**src/hdl/stb_pkg.sv**
```systemverilog
// Shared types and constants for the software timer bank.
package stb_pkg;

    localparam int OP_W     = 3;
    localparam int ID_W     = 2;
    localparam int RV_W     = 32;
    localparam int MASK_W   = 4;
    localparam int IDX_W    = 2;
    localparam int TOTAL_W  = 32;
    localparam int S_DATA_W = 40;
    localparam int M_DATA_W = 40;

    typedef enum logic [OP_W-1:0] {
        OP_TICK         = 3'd0,
        OP_CREATE       = 3'd1,
        OP_CREATE_START = 3'd2,
        OP_START        = 3'd3,
        OP_STOP         = 3'd4,
        OP_RESTART      = 3'd5,
        OP_DELETE       = 3'd6,
        OP_NONE         = 3'd7
    } op_t;

    typedef enum logic [1:0] {
        ST_IDLE,
        ST_SCAN,
        ST_OUT
    } state_t;

    typedef struct packed {
        logic load;
        logic step;
        logic emit;
    } dp_cmd_t;

endpackage

```
**src/hdl/stb_ctrl.sv**
```systemverilog
// Controller state machine: input handshake, slot scan sequencing and result register valid.
module stb_ctrl (
    input  logic              aclk,
    input  logic              aresetn,
    input  logic              s_tvalid,
    output logic              s_tready,
    output logic              m_tvalid,
    input  logic              m_tready,
    input  logic              scan_done,
    output stb_pkg::dp_cmd_t  cmd
);

    stb_pkg::state_t state_reg, state_next;
    logic            out_valid_reg, out_valid_next;

    always_ff @(posedge aclk) begin
        if (!aresetn) begin
            state_reg     <= stb_pkg::ST_IDLE;
            out_valid_reg <= 1'b0;
        end else begin
            state_reg     <= state_next;
            out_valid_reg <= out_valid_next;
        end
    end

    always_comb begin
        state_next     = state_reg;
        out_valid_next = out_valid_reg;
        cmd            = '0;
        s_tready       = 1'b0;
        if (out_valid_reg && m_tready) begin
            out_valid_next = 1'b0;
        end
        case (state_reg)
            stb_pkg::ST_IDLE: begin
                s_tready = 1'b1;
                if (s_tvalid) begin
                    cmd.load   = 1'b1;
                    state_next = stb_pkg::ST_SCAN;
                end
            end
            stb_pkg::ST_SCAN: begin
                cmd.step = 1'b1;
                if (scan_done) begin
                    state_next = stb_pkg::ST_OUT;
                end
            end
            stb_pkg::ST_OUT: begin
                // The result register may still hold the previous word.
                if (!out_valid_reg || m_tready) begin
                    cmd.emit       = 1'b1;
                    out_valid_next = 1'b1;
                    state_next     = stb_pkg::ST_IDLE;
                end
            end
            default: begin
                state_next = stb_pkg::ST_IDLE;
            end
        endcase
    end

    assign m_tvalid = out_valid_reg;

    a_load_scan: assert property (@(posedge aclk) disable iff (!aresetn)
        cmd.load |=> state_reg == stb_pkg::ST_SCAN)
        else $error("accepted word did not start a scan");

    a_scan_hold: assert property (@(posedge aclk) disable iff (!aresetn)
        (state_reg == stb_pkg::ST_SCAN) && !scan_done |=> state_reg == stb_pkg::ST_SCAN)
        else $error("scan ended before the last slot");

    a_out_wait: assert property (@(posedge aclk) disable iff (!aresetn)
        (state_reg == stb_pkg::ST_OUT) && out_valid_reg && !m_tready
        |=> state_reg == stb_pkg::ST_OUT)
        else $error("result overwrote an unread word");

endmodule

```
**src/hdl/stb_datapath.sv**
```systemverilog
// Datapath: slot flags, reload and countdown registers, tick count and result register.
module stb_datapath #(
    parameter int NUM_TIMERS  = 4,
    parameter int COUNT_WIDTH = 32
) (
    input  logic                        aclk,
    input  logic                        aresetn,
    input  logic [stb_pkg::OP_W-1:0]    in_operation,
    input  logic [stb_pkg::ID_W-1:0]    in_timer_id,
    input  logic [stb_pkg::RV_W-1:0]    in_reload_value,
    input  logic                        in_periodic,
    input  stb_pkg::dp_cmd_t            cmd,
    output logic                        scan_done,
    output logic [stb_pkg::MASK_W-1:0]  res_mask,
    output logic                        res_ok,
    output logic [stb_pkg::IDX_W-1:0]   res_idx,
    output logic [stb_pkg::TOTAL_W-1:0] res_count
);

    localparam int PTR_W = (NUM_TIMERS > 1) ? $clog2(NUM_TIMERS) : 1;

    stb_pkg::op_t              op_reg;
    logic                      id_ok_reg;
    logic [COUNT_WIDTH-1:0]    rv_reg;
    logic                      per_reg;
    logic [PTR_W-1:0]          ptr_reg;

    logic [NUM_TIMERS-1:0]     valid_reg;
    logic [NUM_TIMERS-1:0]     run_reg;
    logic [NUM_TIMERS-1:0]     per_slot_reg;
    logic [COUNT_WIDTH-1:0]    reload_reg [NUM_TIMERS];
    logic [COUNT_WIDTH-1:0]    cd_reg     [NUM_TIMERS];
    logic [stb_pkg::TOTAL_W-1:0] total_reg;

    logic [stb_pkg::MASK_W-1:0]  mask_reg;
    logic                        ok_reg;
    logic [stb_pkg::IDX_W-1:0]   idx_reg;
    logic [stb_pkg::MASK_W-1:0]  out_mask_reg;
    logic                        out_ok_reg;
    logic [stb_pkg::IDX_W-1:0]   out_idx_reg;
    logic [stb_pkg::TOTAL_W-1:0] out_count_reg;

    stb_pkg::op_t              in_op;
    logic                      in_id_ok;
    logic                      is_create;
    logic                      is_multi;
    logic                      last_slot;
    logic [stb_pkg::IDX_W-1:0] slot_lo;
    logic                      slot_in_mask;

    always_comb begin
        in_op        = stb_pkg::op_t'(in_operation);
        in_id_ok     = 32'(in_timer_id) < NUM_TIMERS;
        is_create    = (op_reg == stb_pkg::OP_CREATE) || (op_reg == stb_pkg::OP_CREATE_START);
        is_multi     = is_create || (op_reg == stb_pkg::OP_TICK);
        last_slot    = ptr_reg == PTR_W'(NUM_TIMERS - 1);
        slot_lo      = stb_pkg::IDX_W'(ptr_reg);
        slot_in_mask = 32'(ptr_reg) < stb_pkg::MASK_W;
        // A create stops at the first free slot it meets.
        scan_done    = !is_multi || last_slot || (is_create && !valid_reg[ptr_reg]);
    end

    always_ff @(posedge aclk) begin
        if (!aresetn) begin
            valid_reg    <= '0;
            run_reg      <= '0;
            per_slot_reg <= '0;
            total_reg    <= '0;
            ptr_reg      <= '0;
        end else begin
            if (cmd.load) begin
                op_reg    <= in_op;
                id_ok_reg <= in_id_ok;
                rv_reg    <= COUNT_WIDTH'(in_reload_value);
                per_reg   <= in_periodic;
                mask_reg  <= '0;
                ok_reg    <= 1'b0;
                idx_reg   <= '0;
                if (in_op == stb_pkg::OP_TICK || in_op == stb_pkg::OP_CREATE
                        || in_op == stb_pkg::OP_CREATE_START || !in_id_ok) begin
                    ptr_reg <= '0;
                end else begin
                    ptr_reg <= PTR_W'(in_timer_id);
                end
                if (in_op == stb_pkg::OP_TICK) begin
                    total_reg <= total_reg + 1'b1;
                end
            end
            if (cmd.step) begin
                case (op_reg)
                    stb_pkg::OP_TICK: begin
                        if (valid_reg[ptr_reg] && run_reg[ptr_reg]) begin
                            if (cd_reg[ptr_reg] != '0) begin
                                cd_reg[ptr_reg] <= cd_reg[ptr_reg] - COUNT_WIDTH'(1);
                            end else begin
                                if (per_slot_reg[ptr_reg]) begin
                                    cd_reg[ptr_reg] <= reload_reg[ptr_reg];
                                end else begin
                                    run_reg[ptr_reg] <= 1'b0;
                                end
                                if (slot_in_mask) begin
                                    mask_reg[slot_lo] <= 1'b1;
                                end
                            end
                        end
                    end
                    stb_pkg::OP_CREATE, stb_pkg::OP_CREATE_START: begin
                        if (!valid_reg[ptr_reg]) begin
                            reload_reg[ptr_reg]   <= rv_reg;
                            cd_reg[ptr_reg]       <= rv_reg;
                            per_slot_reg[ptr_reg] <= per_reg;
                            run_reg[ptr_reg]      <= (op_reg == stb_pkg::OP_CREATE_START);
                            valid_reg[ptr_reg]    <= 1'b1;
                            ok_reg                <= 1'b1;
                            idx_reg               <= slot_lo;
                        end
                    end
                    stb_pkg::OP_START: begin
                        if (id_ok_reg) begin
                            run_reg[ptr_reg] <= 1'b1;
                        end
                    end
                    stb_pkg::OP_STOP: begin
                        if (id_ok_reg) begin
                            run_reg[ptr_reg] <= 1'b0;
                        end
                    end
                    stb_pkg::OP_RESTART: begin
                        if (id_ok_reg) begin
                            cd_reg[ptr_reg]  <= reload_reg[ptr_reg];
                            run_reg[ptr_reg] <= 1'b1;
                        end
                    end
                    stb_pkg::OP_DELETE: begin
                        if (id_ok_reg) begin
                            valid_reg[ptr_reg] <= 1'b0;
                        end
                    end
                    default: begin
                    end
                endcase
                if (!scan_done) begin
                    ptr_reg <= ptr_reg + 1'b1;
                end
            end
            if (cmd.emit) begin
                out_mask_reg  <= mask_reg;
                out_ok_reg    <= ok_reg;
                out_idx_reg   <= idx_reg;
                out_count_reg <= total_reg;
            end
        end
    end

    assign res_mask  = out_mask_reg;
    assign res_ok    = out_ok_reg;
    assign res_idx   = out_idx_reg;
    assign res_count = out_count_reg;

    a_ptr_range: assert property (@(posedge aclk) disable iff (!aresetn)
        32'(ptr_reg) < NUM_TIMERS)
        else $error("slot pointer ran past the bank");

    a_mask_tick: assert property (@(posedge aclk) disable iff (!aresetn)
        cmd.emit && (op_reg != stb_pkg::OP_TICK) |-> mask_reg == '0)
        else $error("expiry bits set by a command other than tick");

    a_ok_create: assert property (@(posedge aclk) disable iff (!aresetn)
        cmd.emit && ok_reg |-> is_create)
        else $error("allocation reported without a create");

endmodule

```
**src/hdl/soft_timer_bank.sv**
```systemverilog
// Top level of the software timer bank: stream ports, controller and datapath.
//
// Usage: each word on the s_ channel is one command. s_tuser carries the operation
// (tick, create, create and start, start, stop, restart, delete); s_tdata carries the
// timer id, the reload interval and the periodic flag. Every command returns exactly
// one word on the m_ channel with the expiry mask of a tick, the allocation outcome of
// a create and the running tick count.
// Timing: a word is taken, then the controller walks the slots one per cycle through
// the shared slot update logic, then loads the result register. A tick walks every
// slot, a create stops at the first free slot and every other command visits only
// its own slot; one command is in flight at a time.
// The next command is taken as soon as the result sits in the output register, even
// while m_tready is low. If the receiver stalls long enough that a second result is
// ready before the first is taken, the controller holds it until the register frees.
// Reset clears all slot flags, the tick count and m_tvalid; reload and
// countdown values of a slot are not defined until it is created.
module soft_timer_bank #(
    parameter int NUM_TIMERS  = 4,
    parameter int COUNT_WIDTH = 32
) (
    input  logic                           aclk,
    input  logic                           aresetn,
    // s_tdata: timer_id [1:0], reload_value [33:2], periodic [34], zero [39:35]
    input  logic [stb_pkg::S_DATA_W-1:0]   s_tdata,
    // s_tuser: operation [2:0]
    input  logic [stb_pkg::OP_W-1:0]       s_tuser,
    input  logic                           s_tvalid,
    output logic                           s_tready,
    // m_tdata: expired_mask [3:0], alloc_ok [4], alloc_index [6:5], ms_count [38:7],
    // zero [39]
    output logic [stb_pkg::M_DATA_W-1:0]   m_tdata,
    output logic                           m_tvalid,
    input  logic                           m_tready
);

    stb_pkg::dp_cmd_t              cmd;
    logic                          scan_done;
    logic [stb_pkg::MASK_W-1:0]    res_mask;
    logic                          res_ok;
    logic [stb_pkg::IDX_W-1:0]     res_idx;
    logic [stb_pkg::TOTAL_W-1:0]   res_count;

    stb_ctrl u_ctrl (
        .aclk      (aclk),
        .aresetn   (aresetn),
        .s_tvalid  (s_tvalid),
        .s_tready  (s_tready),
        .m_tvalid  (m_tvalid),
        .m_tready  (m_tready),
        .scan_done (scan_done),
        .cmd       (cmd)
    );

    stb_datapath #(
        .NUM_TIMERS  (NUM_TIMERS),
        .COUNT_WIDTH (COUNT_WIDTH)
    ) u_datapath (
        .aclk            (aclk),
        .aresetn         (aresetn),
        .in_operation    (s_tuser),
        .in_timer_id     (s_tdata[1:0]),
        .in_reload_value (s_tdata[33:2]),
        .in_periodic     (s_tdata[34]),
        .cmd             (cmd),
        .scan_done       (scan_done),
        .res_mask        (res_mask),
        .res_ok          (res_ok),
        .res_idx         (res_idx),
        .res_count       (res_count)
    );

    assign m_tdata = {1'b0, res_count, res_idx, res_ok, res_mask};

endmodule

```
**config.mk**
```make
export PLATFORM = sky130hd
export DESIGN_NAME = soft_timer_bank
export DESIGN_NICKNAME = d
export VERILOG_FILES = /design/src/hdl/stb_pkg.sv /design/src/hdl/stb_ctrl.sv /design/src/hdl/stb_datapath.sv /design/src/hdl/soft_timer_bank.sv
export SDC_FILE = /design/constraint.sdc
export NUM_CORES = 1
export LEC_CHECK = 0
export BUFFER_PORTS_ARGS = -buffer_cell sky130_fd_sc_hd__buf_2
export CAP_MARGIN = 15
export CELL_PAD_IN_SITES_DETAIL_PLACEMENT = 1
export CELL_PAD_IN_SITES_GLOBAL_PLACEMENT = 1
export CORE_ASPECT_RATIO = 1.25
export CORE_MARGIN = 2
export CORE_UTILIZATION = 47
export CTS_CLUSTER_DIAMETER = 30
export CTS_CLUSTER_SIZE = 12
export DETAILED_ROUTE_END_ITERATION = 10
export PLACE_DENSITY_LB_ADDON = 0.1
export SYNTH_ARGS = -nofsm -noshare
export SYNTH_HDL_FRONTEND = slang
export SYNTH_SLANG_ARGS = --single-unit
```
**constraint.sdc**
```tcl
create_clock -name aclk -period 4.8 [get_ports aclk]
set_input_delay 0.48 -clock aclk [delete_from_list [all_inputs] [get_ports aclk]]
set_output_delay 0.48 -clock aclk [all_outputs]
set_load 0.02 [all_outputs]
```
Yosys cells after proc, flatten, opt, wreduce, memory -nomap -nowiden
Memory sizes are Yosys's and may differ from the RTL's. A register that Yosys moved wholly into a read port is not among the register bits.
Cells that the tools add are included.
{"block": "word_totals", "regBits": 131, "inputBits": 47, "ramBits": 256, "n_memories": 2, "elab_cells": 156, "output_inout_bits": 42}
{"name": "u_datapath.cd_reg", "words": 4, "width": 32, "rd": 1, "rd_clocked_by_memory_dff": 1, "write_ports": 1, "line": "stb_datapath.sv:32", "source": "logic [COUNT_WIDTH-1:0] cd_reg [NUM_TIMERS];"}
{"name": "u_datapath.reload_reg", "words": 4, "width": 32, "rd": 1, "rd_clocked_by_memory_dff": 1, "write_ports": 1, "line": "stb_datapath.sv:31", "source": "logic [COUNT_WIDTH-1:0] reload_reg [NUM_TIMERS];"}
{"block": "op_classes", "add_sub_neg": 3, "mux": 75, "n_eq_ne": 18, "order_cmp": 2, "bitwise_logic": 10, "reduce_logical": 29}
{"cell": "32-bit two-way mux", "n": 3}
{"cell": "4-bit two-way mux", "n": 11}
{"cell": "1-bit two-way mux", "n": 39}
{"cell": "32-bit by 1-bit adder with 32-bit output, second input constant", "n": 1}
{"cell": "32-bit nonzero test", "n": 1}
{"cell": "32-bit by 1-bit subtractor with 32-bit output, second input constant", "n": 1}
{"cell": "2-bit two-way mux", "n": 13}
{"cell": "4-bit one-hot mux with 4 select lines", "n": 1}
{"cell": "2-bit inequality test, second input constant", "n": 6}
{"cell": "4-bit bitwise OR", "n": 3}
{"cell": "3-bit by 2-bit equality test with 1-bit output, second input constant", "n": 3}
{"cell": "3-bit equality test, second input constant", "n": 3}
{"cell": "3-bit AND reduction", "n": 3}
{"cell": "4-bit bitwise AND", "n": 2}
{"cell": "4-bit bitwise mux", "n": 2}
{"cell": "4-bit one-hot mux with 2 select lines", "n": 1}
{"cell": "1-bit logical OR", "n": 7}
{"cell": "1-bit binary-select mux with 2-bit select", "n": 3}
{"cell": "3-bit by 1-bit equality test with 1-bit output, second input constant", "n": 2}
{"cell": "3-bit logical NOT", "n": 2}
{"cell": "2-bit one-hot mux with 3 select lines", "n": 1}
{"cell": "2-bit AND reduction", "n": 3}
{"cell": "6-bit AND reduction", "n": 1}
{"cell": "2-bit equality test, second input constant", "n": 2}
{"cell": "15 further kinds", "n": 23}

Longest topological paths before layout
{"block": "depth", "word_depth": 12, "ltp_mapped": 14}

Hierarchy
From an unflattened synthesis, not the netlist that was laid out.
{"block": "hier_totals", "cells_unflattened": 918, "area_unflattened_um2": 15567.4}
{"mod": "stb_datapath", "seq_area_each_um2": 11070.6, "instances": 1, "cells_per_inst": 898, "area_per_inst_um2": 15396.0}
{"mod": "stb_ctrl", "seq_area_each_um2": 60.1, "instances": 1, "cells_per_inst": 17, "area_per_inst_um2": 152.6}
{"mod": "soft_timer_bank", "seq_area_each_um2": 0.0, "instances": 1, "cells_per_inst": 3, "area_per_inst_um2": 18.8}

Worst setup path after synthesis
No wires, ideal clock.
{"block": "synth_timing", "path_kind": "register -> register", "start": "register u_datapath.ptr_reg[1]", "end": "memory u_datapath.cd_reg[3][0] (enable)", "n_path_buf": 3, "required_time_ns": 4.376, "synth_period_minus_slack_ns": 4.711, "stages_incl_launch_ff": 9, "setup_slack_ns": 0.089, "arrival_ns": 4.287, "cell_sequence": "dfxtp_1 buf_2 buf_1 clkbuf_1 mux4_2 nor4_1 nor2_1 a21boi_0 nor2b_1"}
{"block": "synth_via", "elab_chain_cells": 12}
{"element": "from (decl)", "line": "stb_datapath.sv:26", "source": "logic [PTR_W-1:0] ptr_reg;"}
{"element": "from (signal assigned)", "line": "stb_datapath.sv:83", "source": "ptr_reg <= PTR_W'(in_timer_id);"}
{"element": "from (signal assigned)", "line": "stb_datapath.sv:143", "source": "ptr_reg <= ptr_reg + 1'b1;"}
{"element": "1-bit binary-select mux with 2-bit select", "line": "stb_datapath.sv:96", "source": "if (per_slot_reg[ptr_reg]) begin"}
{"element": "1-bit two-way mux (not written as such)", "line": "stb_datapath.sv:96"}
{"element": "1-bit two-way mux", "line": "stb_datapath.sv:96"}
{"element": "1-bit two-way mux", "line": "stb_datapath.sv:93", "source": "if (cd_reg[ptr_reg] != '0) begin"}
{"element": "1-bit two-way mux", "line": "stb_datapath.sv:92", "source": "if (valid_reg[ptr_reg] && run_reg[ptr_reg]) begin"}
{"element": "1-bit two-way mux", "line": "stb_datapath.sv:90", "source": "case (op_reg)"}
{"element": "1-bit two-way mux", "line": "stb_datapath.sv:89", "source": "if (cmd.step) begin"}
{"element": "1-bit two-way mux", "line": "stb_datapath.sv:64", "source": "if (!aresetn) begin"}
{"element": "1-bit two-way mux (not written as such)", "line": "stb_datapath.sv:97", "source": "cd_reg[ptr_reg] <= reload_reg[ptr_reg];"}
{"element": "1-bit bitwise OR (no line) (3 in a row)"}
{"element": "to (decl)", "line": "stb_datapath.sv:32"}
Parallel ways exist; a longest one is shown, timed or not. The select of a mux whose other input is x is not followed.

Worst setup path after layout
{"block": "layout_timing", "start": "register u_datapath.ptr_reg[0]", "end": "memory u_datapath.cd_reg[2][9] (enable)"}
The elaborated chain is that of the path after synthesis.

==> run metrics <==
run status=completed; Core Region=32000 µm²; Hold Path End=u_datapath.rv_reg[4]$_DFFE_PP_; RR Startpoint=u_datapath.ptr_reg[0]$_SDFF_PN0_; Die Height=206 µm; Cells after Synth=893; DRT antenna net count=0; Post-synth EDFFs=338; FF-to-FF path depth=10; H-tree depth=3; Synth Cell Area=15300 µm²; Yosys top cell area share=66.4%; Worst-Skew Late Latency=0.56 ns; drt pass-1 iters=5; Least-Margin Pin Slew=1.05 ns; crit path DAT=4.49 ns; final WL=33800 µm; final clock skew=0.0277 ns; vias per inst=5.63; CP Data Required Time=5.09 ns; starting density of the core=47.8%; Nets=1096; final setup margin=0.598 ns; die width=165 µm; die area=34000 µm²; initial antenna violation count=0; post-route DRC violation count=0; Util after Layout=58.5%; global route total overflow=0; leading area contributor after synthesis=edfxtp_1; Layout area overhead=22.3%; vias in the first global route=9377; Syn. warnings=0; R2R setup slack=0.60 ns; Final Slew Violations=0; Yosys reg bits=387; Net Count, Synth=946; drt wl/cell=22.5 µm; syn_area_per_cell=17.1 µm²; clk buf depth=3; worst reg2reg endpoint=u_datapath.cd_reg[2][9]$_DFFE_PP_; Worst Hold Class=in -> reg; Hold Startpoint=s_tdata[6]; Hold Path Stages=1; layout cells sized above 1=27.5%; first-pass GRT wire length=53100 µm; Placement Rows=73; GRT Util Overall=21.0%; Slew HR=30.3%; Worst VDD drop=0.341 mV; Fin. Hold Viols=0; Synth area leaders=edfxtp_1 66%, mux4_2 9.9%, dfxtp_1 6.4%; unrepaired setup endpoints after global routing=no; Synth Flop Type=edfxtp_1; CTS Hold Buffers Added=0; MaxCap Viol Count=0; Tmin final=4.20 ns; WS Path Type=reg -> reg; port bufs=82; TritonCTS clock tree=done; asr flop ratio synth=0%; total number of vias=8475; Clock transition at path regs=0.05 ns; worst slack at placement=0.580 ns; largest net degree at the start of global routing=47; crit-path max FO=26; Setup TNS=0 ns; CTS buffer count=66; post-synthesis sequential area ratio=72.8%; ANT cells=0; PwrDens=469 nW/µm²; CTS sink count=387; I/O pin cnt=89; part of the cycle the worst path needs=87.5%; setup bufs post-CTS=0; GPL Wtd Cong=0.760; startpoint class of the critical path=flop; static leakage=6.15 nW; root buf cell=clkbuf_16; CP Capture Type=flop; fmax=238 MHz; DPL Wire Length=20600 µm; # setup viols final=0; post_cts resized=0; Initial DRC Count=510; distinct cell type count after synthesis=58
## cells in the final DEF (no fill, tap or decap), types with 7 or more instances in the layout
| master | n |
|---|---|
| nand4_1 | 9 |
| inv_1 | 9 |
| xor2_1 | 28 |
| buf_4 | 29 |
| nor3_1 | 10 |
| a22oi_1 | 15 |
| dfxtp_1 | 47 |
| or3_1 | 8 |
| o22ai_1 | 8 |
| mux2i_1 | 9 |
| nand3_1 | 18 |
| clkinv_1 | 13 |
| o22a_1 | 7 |
| bufinv_16 | 9 |
| edfxtp_1 | 338 |
| mux4_2 | 67 |
| o31ai_1 | 7 |
| buf_2 | 82 |
| nand2_1 | 38 |
| clkbuf_16 | 70 |
| buf_12 | 7 |
| a21oi_1 | 28 |
| clkbuf_1 | 7 |
| nor2_1 | 73 |
| xnor2_1 | 26 |
| and2_1 | 13 |
| o21ai_0 | 17 |
| clkinvlp_4 | 8 |
## cells in the mapped netlist, types with 13 or more instances
library cell	instances
a21oi_1	28
a22oi_1	15
and2_1	13
clkbuf_1	17
dfxtp_1	49
edfxtp_1	338
mux4_2	67
nand2_1	38
nand3_1	18
nor2_1	74
o21ai_0	17
xnor2_1	26
xor2_1	28
## how the worst max path moves through the flow
stage                                          start                                  to  slack (ns)  cells after the start
floorplan           u_datapath.ptr_reg[1]$_SDFF_PN0_   u_datapath.cd_reg[3][0]$_DFFE_PP_        0.09                      8
global placement    u_datapath.ptr_reg[0]$_SDFF_PN0_   u_datapath.cd_reg[2][0]$_DFFE_PP_        0.68                     10
detailed placement  u_datapath.ptr_reg[0]$_SDFF_PN0_  u_datapath.cd_reg[2][12]$_DFFE_PP_        0.58                     10
CTS                 u_datapath.ptr_reg[0]$_SDFF_PN0_  u_datapath.cd_reg[2][25]$_DFFE_PP_        0.51                     10
global route        u_datapath.ptr_reg[0]$_SDFF_PN0_  u_datapath.cd_reg[2][25]$_DFFE_PP_        0.36                      9
finish              u_datapath.ptr_reg[0]$_SDFF_PN0_   u_datapath.cd_reg[2][9]$_DFFE_PP_        0.60                     10
## metal layers
layer / vias up / track usage (%) / part of all wire [%]
met3: 70 / 4.21 / 4.5
met4: 0 / 8.10 / 2.7
met1: 4355 / 25.5 / 40
met2: 209 / 37.0 / 52
li1: 3841 / - / -
met5: - / 0 / 0
## metrics by stage
step	hold WS [ns]	std cells	instance area, µm²	power, mW
2_1_floorplan	0.426	893	15300	4.02
3_3_place_gp	0.435	1387	16500	4.13
3_5_place_dp	0.448	1387	16500	4.14
4_1_cts	0.0682	1504	18700	8.86
5_1_grt	0.0739	1504	18700	9.03
6_report	0.0939	1504	18700	8.77
## cell families after synthesis
logic type	count (synthesis)	synth area share (%)
AOI/OAI and AO/OA	110	4.75
xor gates and xnor gates	54	3.09
adders and majority gates	6	0.491
buffers and inverters	45	1.37
DFF	387	72.8
muxes	77	10.5
other	1	0.0245
and+or+nand+nor	213	6.94
## layout make-up
type / count / area [µm²]
flip-flops and latches: 387 / 11100
clock inverters: 39 / 454
repair buffers: 118 / 768
well taps: 412 / 515
inverters: 9 / 33.8
clock buffers: 78 / 1790
fillers: 2943 / 13300
multi-input cells: 461 / 4000
## power by group
group	switching (mW)	internal, mW	total, mW
logic	0.183	0.138	0.320
clock network	1.55	3.14	4.69
registers	0.0374	3.72	3.75
total	1.77	6.99	8.77
## critical path: stages (launching register included)
cell and delay [ns]:
dfxtp_4 0.58, mux4_2 0.65, inv_1 0.09, ha_1 0.22
nand4_1 0.20, a211o_1 0.44, nor4_4 0.36, nand3b_1 0.10
a21boi_0 0.79, nor2b_4 0.19, buf_12 0.24
Power figures use the tool's default switching activity.
